<file path="config.mk">
export PLATFORM = sky130hd
export DESIGN_NAME = cycling_power_packet_parser_top
export DESIGN_NICKNAME = d
export VERILOG_FILES = /design/src/rtl/cpp_pkg.sv /design/src/rtl/cpp_front.sv /design/src/rtl/cpp_fifo.sv /design/src/rtl/cpp_back.sv /design/src/rtl/cycling_power_packet_parser_top.sv
export VERILOG_INCLUDE_DIRS = /design/src /design/src/rtl
export SDC_FILE = /design/constraint.sdc
export NUM_CORES = 1
export LEC_CHECK = 0
export BUFFER_PORTS_ARGS = -buffer_cell sky130_fd_sc_hd__buf_2
export CORE_MARGIN = 10
export CORE_UTILIZATION = 55
export CTS_CLUSTER_DIAMETER = 80
export CTS_CLUSTER_SIZE = 30
export DETAILED_ROUTE_END_ITERATION = 16
export MAX_ROUTING_LAYER = met4
export PLACE_DENSITY = 0.81
export SYNTH_ARGS = -nofsm -noshare
export SYNTH_HDL_FRONTEND = slang
export SYNTH_SLANG_ARGS = --single-unit
</file>
<file path="constraint.sdc">
create_clock -name clk -period 13.06 [get_ports clk]
set_clock_uncertainty 0.05 [all_clocks]
set_input_delay 2.612 -clock clk [delete_from_list [all_inputs] [get_ports clk]]
set_output_delay 2.612 -clock clk [all_outputs]
set_load 0.01 [all_outputs]
</file>
<file path="src/rtl/cycling_power_packet_parser_top_defines.svh">
// Assertion macros for the cycling power parser top level.
`ifndef CYCLING_POWER_PACKET_PARSER_TOP_DEFINES_SVH
`define CYCLING_POWER_PACKET_PARSER_TOP_DEFINES_SVH

`ifndef NO_ASSERTIONS
// Same-cycle implication, disabled while in reset.
`define CPP_ASSERT_IMP(lbl, clk_sig, rstn_sig, ante, cons) \
    lbl: assert property (@(posedge clk_sig) disable iff (!rstn_sig) (ante) |-> (cons)) \
        else $error("cpp: implication check failed");
// Next-cycle implication, disabled while in reset.
`define CPP_ASSERT_NXT(lbl, clk_sig, rstn_sig, ante, cons) \
    lbl: assert property (@(posedge clk_sig) disable iff (!rstn_sig) (ante) |=> (cons)) \
        else $error("cpp: next-cycle check failed");
`else
`define CPP_ASSERT_IMP(lbl, clk_sig, rstn_sig, ante, cons)
`define CPP_ASSERT_NXT(lbl, clk_sig, rstn_sig, ante, cons)
`endif

`endif

</file>
<file path="src/rtl/cpp_pkg.sv">
// Types and constants shared by the cycling power parser modules.
package cpp_pkg;

    localparam int FIFO_DEPTH = 4;
    localparam int FIFO_AW    = 2;

    localparam logic [15:0] FLG_BALANCE = 16'h0001;
    localparam logic [15:0] FLG_CRANK   = 16'h0002;
    localparam logic [15:0] FLG_ANGLES  = 16'h0100;
    localparam logic [15:0] FLG_TOP     = 16'h0200;
    localparam logic [15:0] FLG_BOTTOM  = 16'h0400;

    localparam logic [7:0] BALANCE_DEFAULT = 8'd100;
    localparam logic [7:0] CADENCE_MAX     = 8'd255;

    localparam int OUT_W = 72;

    // One parsed packet, handed from front to back.
    typedef struct packed {
        logic [14:0] power;
        logic [7:0]  balance;
        logic        balance_ok;
        logic        crank_ok;
        logic [15:0] revs;
        logic [15:0] evt_time;
        logic [15:0] top;
        logic        top_ok;
        logic [15:0] bottom;
        logic        bottom_ok;
    } rec_t;

    typedef struct packed {
        logic full;
        logic empty;
    } fifo_st_t;

endpackage

</file>
<file path="src/rtl/cpp_front.sv">
// Byte collector: captures packet fields by position and classifies the packet.
module cpp_front #(
    parameter int MAX_PACKET_BYTES = 32
) (
    input  logic             clk,
    input  logic             rst_n,
    input  logic             angles_supported,
    input  logic             byte_valid,
    output logic             byte_ready,
    input  logic [7:0]       byte_data,
    input  logic             byte_last,
    output logic             push,
    output cpp_pkg::rec_t    push_rec,
    input  cpp_pkg::fifo_st_t fifo_st
);
    import cpp_pkg::*;

    localparam int BYTE_CAP = (MAX_PACKET_BYTES < 63) ? MAX_PACKET_BYTES : 63;

    logic [5:0]  byte_count_reg, byte_count_next;
    logic [15:0] flag_word_reg, flag_word_next;
    logic [15:0] power_field_reg, power_field_next;
    logic [7:0]  balance_field_reg, balance_field_next;
    logic [31:0] crank_field_reg, crank_field_next;
    logic [15:0] top_field_reg, top_field_next;
    logic [15:0] bottom_field_reg, bottom_field_next;
    logic        pending_reg, pending_next;

    logic        accept;
    logic [5:0]  pos, crank_pos, top_pos, bot_pos;
    logic [5:0]  crank_idx, top_idx, bot_idx;

    // classification
    logic [5:0]  len, off1, off2, off3;
    logic        bal_ok, crank_ok, ang_en, top_ok, bot_ok;

    assign accept     = byte_valid && byte_ready;
    assign byte_ready = !pending_reg;
    assign push       = pending_reg && !fifo_st.full;

    assign pos       = byte_count_reg;
    assign crank_pos = 6'd4 + {5'd0, flag_word_reg[0]};
    assign top_pos   = crank_pos + ((flag_word_reg & FLG_CRANK) != 16'd0 ? 6'd4 : 6'd0);
    assign bot_pos   = top_pos + ((flag_word_reg & FLG_TOP) != 16'd0 ? 6'd2 : 6'd0);
    assign crank_idx = pos - crank_pos;
    assign top_idx   = pos - top_pos;
    assign bot_idx   = pos - bot_pos;

    always_comb
    begin
        byte_count_next    = byte_count_reg;
        flag_word_next     = flag_word_reg;
        power_field_next   = power_field_reg;
        balance_field_next = balance_field_reg;
        crank_field_next   = crank_field_reg;
        top_field_next     = top_field_reg;
        bottom_field_next  = bottom_field_reg;
        pending_next       = pending_reg;

        if (accept)
        begin
            if (byte_count_reg < 6'(BYTE_CAP))
            begin
                byte_count_next = byte_count_reg + 6'd1;
                if (pos < 6'd2)
                    flag_word_next[8*pos[0] +: 8] = byte_data;
                else if (pos < 6'd4)
                    power_field_next[8*pos[0] +: 8] = byte_data;
                else if (flag_word_reg[0] && pos == 6'd4)
                    balance_field_next = byte_data;
                else
                begin
                    if (pos >= crank_pos && pos < crank_pos + 6'd4)
                        crank_field_next[8*crank_idx[1:0] +: 8] = byte_data;
                    if (pos >= top_pos && pos < top_pos + 6'd2)
                        top_field_next[8*top_idx[0] +: 8] = byte_data;
                    if (pos >= bot_pos && pos < bot_pos + 6'd2)
                        bottom_field_next[8*bot_idx[0] +: 8] = byte_data;
                end
            end
            if (byte_last)
            begin
                // a packet under two bytes is dropped without a result
                if (byte_count_next < 6'd2)
                begin
                    byte_count_next    = '0;
                    flag_word_next     = '0;
                    power_field_next   = '0;
                    balance_field_next = '0;
                    crank_field_next   = '0;
                    top_field_next     = '0;
                    bottom_field_next  = '0;
                end
                else
                    pending_next = 1'b1;
            end
        end
        else if (push)
        begin
            byte_count_next    = '0;
            flag_word_next     = '0;
            power_field_next   = '0;
            balance_field_next = '0;
            crank_field_next   = '0;
            top_field_next     = '0;
            bottom_field_next  = '0;
            pending_next       = 1'b0;
        end
    end

    // Field presence follows the running offset of the fields before it.
    assign len      = byte_count_reg;
    assign bal_ok   = flag_word_reg[0] && (len >= 6'd5);
    assign off1     = bal_ok ? 6'd5 : 6'd4;
    assign crank_ok = ((flag_word_reg & FLG_CRANK) != 16'd0) && (len >= off1 + 6'd4);
    assign off2     = off1 + (crank_ok ? 6'd4 : 6'd0);
    assign ang_en   = angles_supported && ((flag_word_reg & FLG_ANGLES) != 16'd0);
    assign top_ok   = ang_en && ((flag_word_reg & FLG_TOP) != 16'd0) && (len >= off2 + 6'd2);
    assign off3     = off2 + (top_ok ? 6'd2 : 6'd0);
    assign bot_ok   = ang_en && ((flag_word_reg & FLG_BOTTOM) != 16'd0)
                      && (len >= off3 + 6'd2);

    always_comb
    begin
        push_rec.power      = (len >= 6'd4 && !power_field_reg[15]) ? power_field_reg[14:0]
                                                                    : 15'd0;
        push_rec.balance    = bal_ok ? balance_field_reg : BALANCE_DEFAULT;
        push_rec.balance_ok = bal_ok;
        push_rec.crank_ok   = crank_ok;
        push_rec.revs       = crank_field_reg[15:0];
        push_rec.evt_time   = crank_field_reg[31:16];
        push_rec.top        = top_ok ? top_field_reg : 16'd0;
        push_rec.top_ok     = top_ok;
        push_rec.bottom     = bot_ok ? bottom_field_reg : 16'd0;
        push_rec.bottom_ok  = bot_ok;
    end

    always_ff @(posedge clk or negedge rst_n)
    begin
        if (!rst_n)
        begin
            byte_count_reg    <= '0;
            flag_word_reg     <= '0;
            power_field_reg   <= '0;
            balance_field_reg <= '0;
            crank_field_reg   <= '0;
            top_field_reg     <= '0;
            bottom_field_reg  <= '0;
            pending_reg       <= 1'b0;
        end
        else
        begin
            byte_count_reg    <= byte_count_next;
            flag_word_reg     <= flag_word_next;
            power_field_reg   <= power_field_next;
            balance_field_reg <= balance_field_next;
            crank_field_reg   <= crank_field_next;
            top_field_reg     <= top_field_next;
            bottom_field_reg  <= bottom_field_next;
            pending_reg       <= pending_next;
        end
    end

endmodule

</file>
<file path="src/rtl/cpp_fifo.sv">
// Short record queue between the byte collector and the cadence engine.
module cpp_fifo (
    input  logic              clk,
    input  logic              rst_n,
    input  logic              push,
    input  cpp_pkg::rec_t     push_rec,
    input  logic              pop,
    output cpp_pkg::rec_t     pop_rec,
    output cpp_pkg::fifo_st_t st
);
    import cpp_pkg::*;

    rec_t               mem_reg [FIFO_DEPTH];
    logic [FIFO_AW-1:0] wr_ptr_reg, rd_ptr_reg;
    logic [FIFO_AW:0]   count_reg;

    assign st.full  = (count_reg == (FIFO_AW+1)'(FIFO_DEPTH));
    assign st.empty = (count_reg == '0);
    assign pop_rec  = mem_reg[rd_ptr_reg];

    always_ff @(posedge clk)
    begin
        if (push && !st.full)
            mem_reg[wr_ptr_reg] <= push_rec;
    end

    always_ff @(posedge clk or negedge rst_n)
    begin
        if (!rst_n)
        begin
            wr_ptr_reg <= '0;
            rd_ptr_reg <= '0;
            count_reg  <= '0;
        end
        else
        begin
            if (push && !st.full)
                wr_ptr_reg <= wr_ptr_reg + 1'b1;
            if (pop && !st.empty)
                rd_ptr_reg <= rd_ptr_reg + 1'b1;
            unique case ({push && !st.full, pop && !st.empty})
                2'b10:   count_reg <= count_reg + 1'b1;
                2'b01:   count_reg <= count_reg - 1'b1;
                default: count_reg <= count_reg;
            endcase
        end
    end

endmodule

</file>
<file path="src/rtl/cpp_back.sv">
// Cadence engine: crank history, serial divider and the result register.
module cpp_back (
    input  logic                       clk,
    input  logic                       rst_n,
    input  cpp_pkg::fifo_st_t          fifo_st,
    input  cpp_pkg::rec_t              pop_rec,
    output logic                       pop,
    output logic                       res_valid,
    input  logic                       res_ready,
    output logic [cpp_pkg::OUT_W-1:0]  res_data
);
    import cpp_pkg::*;

    typedef enum logic [1:0] {
        ST_IDLE,
        ST_DIV,
        ST_DONE
    } state_t;

    state_t      state_reg;
    rec_t        rec_reg;
    logic [15:0] prev_revs_reg, prev_time_reg;
    logic        hist_valid_reg;
    logic [31:0] quo_reg, quo_next;
    logic [16:0] rem_reg, rem_next;
    logic [15:0] divisor_reg;
    logic [4:0]  step_reg;
    logic [7:0]  cadence_reg;
    logic        res_valid_reg;
    logic [OUT_W-1:0] res_data_reg;

    logic [15:0] d_revs, d_time;
    logic [19:0] revs_x15;
    logic [16:0] trial;
    logic        fits;
    logic        out_free;

    assign pop      = (state_reg == ST_IDLE) && !fifo_st.empty;
    assign d_revs   = pop_rec.revs - prev_revs_reg;
    assign d_time   = pop_rec.evt_time - prev_time_reg;
    // 61440 = 15 * 4096
    assign revs_x15 = {d_revs, 4'd0} - {4'd0, d_revs};

    // restoring divide, one quotient bit a cycle
    assign trial    = {rem_reg[15:0], quo_reg[31]};
    assign fits     = trial >= {1'b0, divisor_reg};
    assign rem_next = fits ? trial - {1'b0, divisor_reg} : trial;
    assign quo_next = {quo_reg[30:0], fits};

    assign out_free  = !res_valid_reg || res_ready;
    assign res_valid = res_valid_reg;
    assign res_data  = res_data_reg;

    always_ff @(posedge clk or negedge rst_n)
    begin
        if (!rst_n)
        begin
            state_reg      <= ST_IDLE;
            prev_revs_reg  <= '0;
            prev_time_reg  <= '0;
            hist_valid_reg <= 1'b0;
            res_valid_reg  <= 1'b0;
            step_reg       <= '0;
        end
        else
        begin
            // in ST_DONE the output load below decides the valid flag
            if (res_valid_reg && res_ready && state_reg != ST_DONE)
                res_valid_reg <= 1'b0;
            unique case (state_reg)
                ST_IDLE:
                begin
                    if (pop)
                    begin
                        rec_reg     <= pop_rec;
                        cadence_reg <= 8'd0;
                        if (pop_rec.crank_ok && hist_valid_reg &&
                            d_revs != 16'd0 && d_time != 16'd0)
                        begin
                            quo_reg     <= {revs_x15, 12'd0};
                            rem_reg     <= '0;
                            divisor_reg <= d_time;
                            step_reg    <= '0;
                            state_reg   <= ST_DIV;
                        end
                        else
                            state_reg <= ST_DONE;
                        if (pop_rec.crank_ok)
                        begin
                            hist_valid_reg <= 1'b1;
                            prev_revs_reg  <= pop_rec.revs;
                            prev_time_reg  <= pop_rec.evt_time;
                        end
                        else
                            hist_valid_reg <= 1'b0;
                    end
                end
                ST_DIV:
                begin
                    quo_reg  <= quo_next;
                    rem_reg  <= rem_next;
                    step_reg <= step_reg + 5'd1;
                    if (step_reg == 5'd31)
                    begin
                        cadence_reg <= (quo_next[31:8] != 24'd0) ? CADENCE_MAX
                                                                  : quo_next[7:0];
                        state_reg   <= ST_DONE;
                    end
                end
                ST_DONE:
                begin
                    if (out_free)
                    begin
                        res_data_reg  <= {6'd0,
                                          rec_reg.bottom_ok, rec_reg.bottom,
                                          rec_reg.top_ok, rec_reg.top,
                                          rec_reg.balance_ok, rec_reg.balance,
                                          cadence_reg, rec_reg.power};
                        res_valid_reg <= 1'b1;
                        state_reg     <= ST_IDLE;
                    end
                end
                default: state_reg <= ST_IDLE;
            endcase
        end
    end

endmodule

</file>
<file path="src/rtl/cycling_power_packet_parser_top.sv">
// Top level of the cycling power measurement notification parser.
// A notification enters one byte per transaction on the s_ side, with s_tlast on its final
// byte. The front collector captures the flags word, power and the optional fields by byte
// position (up to min(MAX_PACKET_BYTES, 63) bytes; later bytes are dropped) at one byte per
// cycle. After the last byte it holds s_tready low while it classifies the packet and
// pushes one record into a four-entry queue, and longer while that queue is full; packets
// under two bytes are dropped there and produce nothing. The back engine pops records in
// order, keeps the crank history and, when both crank deltas are nonzero, runs a radix-2
// restoring divider for dRevs*61440/dTime between the pop and the output load. Without a
// division a record goes from the pop straight to ST_DONE, which loads the output
// register, so the front keeps collecting bytes while a result waits. Dead spot angles
// are parsed only with angles_supported set (cfg_we/cfg_wdata, write while idle).
`include "cycling_power_packet_parser_top_defines.svh"

module cycling_power_packet_parser_top #(
    parameter int MAX_PACKET_BYTES = 32
) (
    input  logic        clk,
    input  logic        rst_n,
    input  logic        cfg_we,
    input  logic        cfg_wdata,     // angles_supported
    input  logic        s_tvalid,
    output logic        s_tready,
    input  logic [7:0]  s_tdata,       // [7:0] data_byte
    input  logic        s_tlast,       // last_byte
    output logic        m_tvalid,
    input  logic        m_tready,
    // [14:0] power_watts, [22:15] cadence_rpm, [30:23] balance_half_percent,
    // [31] balance_valid, [47:32] top_angle, [48] top_valid,
    // [64:49] bottom_angle, [65] bottom_valid, [71:66] zero
    output logic [cpp_pkg::OUT_W-1:0] m_tdata
);
    import cpp_pkg::*;

    logic      angles_supported_reg;
    logic      fifo_push, fifo_pop;
    rec_t      push_rec, pop_rec;
    fifo_st_t  fifo_st;

    always_ff @(posedge clk or negedge rst_n)
    begin
        if (!rst_n)
            angles_supported_reg <= 1'b0;
        else if (cfg_we)
            angles_supported_reg <= cfg_wdata;
    end

    cpp_front #(
        .MAX_PACKET_BYTES (MAX_PACKET_BYTES)
    ) u_front (
        .clk              (clk),
        .rst_n            (rst_n),
        .angles_supported (angles_supported_reg),
        .byte_valid       (s_tvalid),
        .byte_ready       (s_tready),
        .byte_data        (s_tdata),
        .byte_last        (s_tlast),
        .push             (fifo_push),
        .push_rec         (push_rec),
        .fifo_st          (fifo_st)
    );

    cpp_fifo u_fifo (
        .clk      (clk),
        .rst_n    (rst_n),
        .push     (fifo_push),
        .push_rec (push_rec),
        .pop      (fifo_pop),
        .pop_rec  (pop_rec),
        .st       (fifo_st)
    );

    cpp_back u_back (
        .clk       (clk),
        .rst_n     (rst_n),
        .fifo_st   (fifo_st),
        .pop_rec   (pop_rec),
        .pop       (fifo_pop),
        .res_valid (m_tvalid),
        .res_ready (m_tready),
        .res_data  (m_tdata)
    );

    // Front never pushes into a full queue, back never pops an empty one.
    `CPP_ASSERT_IMP(a_push_not_full, clk, rst_n, fifo_push, !fifo_st.full)
    `CPP_ASSERT_IMP(a_pop_not_empty, clk, rst_n, fifo_pop, !fifo_st.empty)
    // A push frees the collector: it takes bytes again in the next cycle.
    `CPP_ASSERT_NXT(a_push_reopens, clk, rst_n, fifo_push, s_tready)
    // Missing balance always reports the neutral 50/50 value.
    `CPP_ASSERT_IMP(a_bal_default, clk, rst_n, m_tvalid && !m_tdata[31],
                    m_tdata[30:23] == BALANCE_DEFAULT)

endmodule

</file>
Word-level counts from Yosys, hierarchy flattened --
Memory sizes are Yosys's and may differ from the RTL's. Index checks and enable logic that the tools add are counted.
Storage, ports and cells: register bits after elaboration 356, bits in writable memories 364, input port bits 15, output and inout port bits 74, logic and storage cells 238, memories 1
Memories:
- u_fifo.mem_reg | depth 4, bits a word 91, rd ports 1, clocked after memory_dff 0, wr ports 1, line cpp_fifo.sv:13 | rec_t mem_reg [FIFO_DEPTH];
Cells by class: $add $sub $neg 28, $lt $le $gt $ge 16, equality and inequality tests 14, shifts and indexed selects 8, multiplexer cells 95, reduce and logical (&&, ||, !) cells 46
Operators by type and width (count):
- $mux 16 | 33
- $mux 32 | 11
- $neg 4->34 | 3
- $shift 8x34->16 const A | 3
- $shiftx 8x34->16 | 3
- $mux 8 | 12
- $bwmux 16 | 4
- $pmux 32 s2 | 1
- $sub 16x16->16 | 3
- $mux 6 | 6
- $neg 5->34 | 1
- $shift 8x34->32 const A | 1
- $shiftx 8x34->32 | 1
- $bwmux 32 | 1
- $pmux 16 s2 | 1
- $reduce_bool 16->1 | 2
- $ge 6x6->1 | 5
- $add 6x2->6 const B | 4
- $reduce_bool 24->1 | 1
- $logic_and 1x1->1 | 22
- $sub 20x16->20 | 1
- $lt 6x6->1 | 3
- $reduce_and 3->1 | 6
- $ge 17x16->1 | 1
- other kinds (41) | 78

Logic depth before layout (Yosys ltp) --
depth in word-level cells 17, mapped depth 25, gate-level depth less buffers 22

Hierarchy --
A second synthesis with hierarchy kept.
Second synthesis, totals: cells, all modules 1961, area, all modules 30455.5 sq um
By module, submodules not included:
- cpp_fifo | times used 1, cells each 512, area an instance 13555.5 sq um, sequential area each 11105.7 sq um
- cpp_back | times used 1, cells each 966, area an instance 11531.1 sq um, sequential area each 6911.6 sq um
- cpp_front | times used 1, cells each 481, area an instance 5328.9 sq um, sequential area each 2502.4 sq um
- cycling_power_packet_parser_top | times used 1, cells each 2, area an instance 40.0 sq um, sequential area each 25.0 sq um

Least setup slack after synthesis --
Ideal clock, no wire load.
path type input -> register, from input port m_tready, to register u_back.res_data_reg[0], in the netlist u_back.res_data[0], enable pin, setup time 0.512 ns, data arrival time 5.891 ns, required time 12.498 ns, slack 6.607 ns, stages on the path 2, buffers on the path 0, path through inv_1 a21oi_1
On the way: cells in the longest elaborated chain, start to end 2
Ends and longest elaborated chain:
- from (decl) | line cycling_power_packet_parser_top.sv:27 | input logic m_tready,
- $logic_or 1x1->1 | line cpp_back.sv:50 | assign out_free = !res_valid_reg || res_ready;
- $reduce_and 3->1 (no line)
- to (signal assigned) | line cpp_back.sv:114 | res_data_reg <= {6'd0,
- to (decl) | line cpp_back.sv:30 | logic [OUT_W-1:0] res_data_reg;
No other way between the ends. A chain may end at the register's enable or synchronous reset.

==> metrics.md <==
| Metric | Value |
|---|---|
| CP Data Required Time | `13480 ps` |
| Cts repair resizes | `0` |
| Die footprint | `64200 µm²` |
| Relative slew margins | `23.7%` |
| GRT Total Usage | `19.0%` |
| Largest net degree at the start of global routing | `59` |
| Power per cell area | `277 nW/µm²` |
| Worst skew pair latency | `630 ps` |
| ANT nets after route | `0` |
| Slowest CP cell | `a21oi_2` |
| Synth warn | `0` |
| Starting density of the core | `55.5%` |
| Crit. End Element | `register` |
| DR vias | `16.6k` |
| Total Wirelength | `59.6 mm` |
| Synth unique cells | `81` |
| Final instance area | `32200 µm²` |
| # DRC | `0` |
| Bufs on Longest Clock Path | `3` |
| Critical path's most frequent cell | `ha_1` |
| Final Hold Fails | `0` |
| Max incr delay on CP | `770 ps` |
| Layout area overhead | `7.39%` |
| Hold Crit Start | `u_back.rec_reg[0]` |
| Post-Synth Simple-Gate Area | `6.67%` |
| Adder-cell share of the synthesized area | `4.07%` |
| Worst hold endpoint | `u_back.res_data[65]` |
| Final period util | `48.4%` |
| H-tree levels | `1` |
| R2R Path End | `u_fifo.mem_reg[2][10]` |
| Core Footprint | `53900 µm²` |
| Mux cell area share after synthesis | `8.08%` |
| Setup Crit Path Kind | `reg -> reg` |
| Worst R2R Path Depth | `22` |
| Synthesized instance count | `1920` |
| N_diodes | `0` |
| CP max FO | `22` |
| Dpl cell area | `31100 µm²` |
| Finished Layout Cells | `2711` |
| Fmax | `0.158 GHz` |
| Power, Total | `8.90 mW` |
| Number of port buffers | `82` |
| Peak supply drop | `0.000284 V` |
| Number of setup buffers added after CTS | `0` |
| Routed WL per cell | `22.0 µm` |
| Drt first pass iters | `5` |
| Row cnt | `85` |
| Commonest non-fill, non-tap cells in the layout | `edfxtp_1, dfrtp_1, inv_1, nand2_1` |
| Die Y | `253 µm` |
| EDFF count, synth | `560` |
| R2R Path Start | `u_front.byte_count_reg[1]` |
| Largest family of logic cells by synthesized area | `compound AO/OA/AOI/OAI gates` |
| Final setup vio count | `0` |
| Worst Hold Depth | `0` |
| Ys async rst share | `21.0%` |
| Gr ovfl total | `0` |
| Placer Congestion | `0.901` |
| Worst-path clk slew | `110 ps` |
| Sum Neg Setup Slack | `0 ps` |
| Seq cells post-synth | `709` |
| I/O Pins | `89` |
| Number of global-route vias before repair | `16.7k` |
| Mean area per synthesized cell | `15.6 µm²` |
| XOR/XNOR Fraction of Synth Area | `1.52%` |
| Clk sink count | `709` |
| Startpoint Class | `register` |
| Most common cell after layout, fill and taps aside | `edfxtp_1` |
| RSZ-0062 raised after global routing | `false` |
| Sequential-to-total area share from yosys stat | `68.6%` |
| CP Cell Sequence | `inv_1 -> ha_1 -> inv_1 -> o21ai_0 -> a21boi_1 -> ha_1 -> nand2b_1 -> o31ai_1 -> nand2_1 -> nand2_1 -> inv_1 -> ha_1 -> and3_1 -> o21ai_0 -> a21oi_2 -> inv_1 -> ha_1 -> ha_1 -> nor2b_1 -> o21ai_0 -> a21oi_2 -> and2_1` |
| Die X | `253 µm` |
| Placed Instances | `2654` |
| Complex-gate fraction of the synthesized area | `8.72%` |
| Initial antenna violation count | `0` |
| Leading register cell type out of synthesis | `edfxtp_1` |
| # hold bufs at CTS | `0` |
| Max reg flops | `364` |
| Max Cap Viol | `0` |
| Share of cells above drive strength 1 | `14.9%` |
| Slew Limit Fails | `0` |
| HPWL after DPL | `37.6 mm` |
| Critical path arrival | `6750 ps` |
| Cell area after synthesis | `29900 µm²` |
| Tmin final | `6330 ps` |
| First-pass GRT wire length | `94.1 mm` |
| R2R Setup Slk | `6730 ps` |
| Final Core Density | `59.6%` |
| Layout Nets | `2101` |
| TritonCTS clock tree | `yes` |
| Status | `completed` |
| Hold Crit Class | `reg -> reg` |
| Vias per std cell | `6.11` |
| Root Driver | `clkbuf_16` |
| Leak Pwr | `12.0 nW` |
| DR iter-0 viols | `1284` |
| CTS buffer count | `31` |
| Tightest Pin Transition | `1140 ps` |
-- Yosys cell counts, types with 7 or more instances --
master	instances	area, µm²
and3_1	9	56.3
nand4_1	17	106
a31oi_1	8	50.1
nor3_1	21	105
ha_1	91	1140
a22o_1	89	780
nor2_1	74	278
xnor2_1	34	298
nand2b_1	15	93.8
a21o_1	26	195
nand3_1	31	155
a21oi_1	78	390
buf_1	7	26.3
edfxtp_1	560	16800
and2_1	67	419
buf_2	8	40.0
mux4_2	91	2050
mux2_2	32	360
a211oi_1	9	67.6
or2_2	8	50.1
o21ai_1	8	40.0
inv_1	110	413
clkbuf_1	44	165
o21a_1	14	105
nor4_1	8	50.1
dfrtp_1	149	3730
o21ai_0	70	350
xor2_1	18	158
nand2_1	97	364
nor2b_1	12	75.1
or3_1	8	50.1
-- stage by stage --
stage	setup WS (ps)	hold slack, ps
after floorplan	6610	350
after global placement	6600	355
final	6730	375
after CTS	6410	377
after global routing	6230	387
after detailed placement	6410	355
-- layout make-up --
class / instances / area (µm²)
Clock buffer: 46 / 842
Tap cell: 696 / 871
Timing Repair Buffer: 98 / 537
Multi-Input combinational cell: 1040 / 8770
Sequential cell: 709 / 20600
Inverter: 111 / 417
Fill cell: 3879 / 21800
Clock inverter: 11 / 171
-- power breakdown --
| group | switching (mW) | total (mW) | internal [mW] |
|---|---|---|---|
| Clock | 0.699 | 1.18 | 0.478 |
| Combinational | 2.53 | 4.35 | 1.81 |
| Sequential | 0.214 | 3.38 | 3.16 |
| Total | 3.45 | 8.90 | 5.45 |
-- cells by family after synthesis --
| kind of cell | count (synthesis) |
|---|---|
| other cells | 1 |
| buf+inv | 176 |
| simple gates | 388 |
| fa+ha+maj | 95 |
| flops | 709 |
| mux | 124 |
| xor+xnor | 52 |
| compound gates | 375 |
-- critical path, delay by kind of cell (launching register included) --
kind	cells	cell delay, ps
flip-flops	1	650
adder cells (fa/ha/maj)	5	1470
buffers and inverters	4	450
AND/OR/NAND/NOR	6	930
AO/OA/AOI/OAI	7	2620
-- per-layer routing --
metal	up-vias	wire length, µm	GRT usage, %
met3	106	2840	1.81
met2	506	30300	31.8
met5	-	0	-
li1	7502	-	-
met1	8438	24800	24.6
met4	0	1680	5.28
-- how the worst max path moves through the flow --
| stage | from | end | slack (ps) | cells after the start |
|---|---|---|---|---|
| after floorplan | m_tready | u_back.res_data[0] | 6610 | 2 |
| after global placement | u_front.byte_count_reg[1] | u_fifo.mem_reg[0][1] | 6600 | 22 |
| after detailed placement | u_front.byte_count_reg[1] | u_fifo.mem_reg[1][10] | 6410 | 22 |
| after CTS | u_front.byte_count_reg[1] | u_fifo.mem_reg[2][10] | 6410 | 22 |
| after global routing | u_front.byte_count_reg[1] | u_fifo.mem_reg[2][4] | 6230 | 22 |
| final | u_front.byte_count_reg[1] | u_fifo.mem_reg[2][10] | 6730 | 22 |
Power figures use the tool's default switching activity.
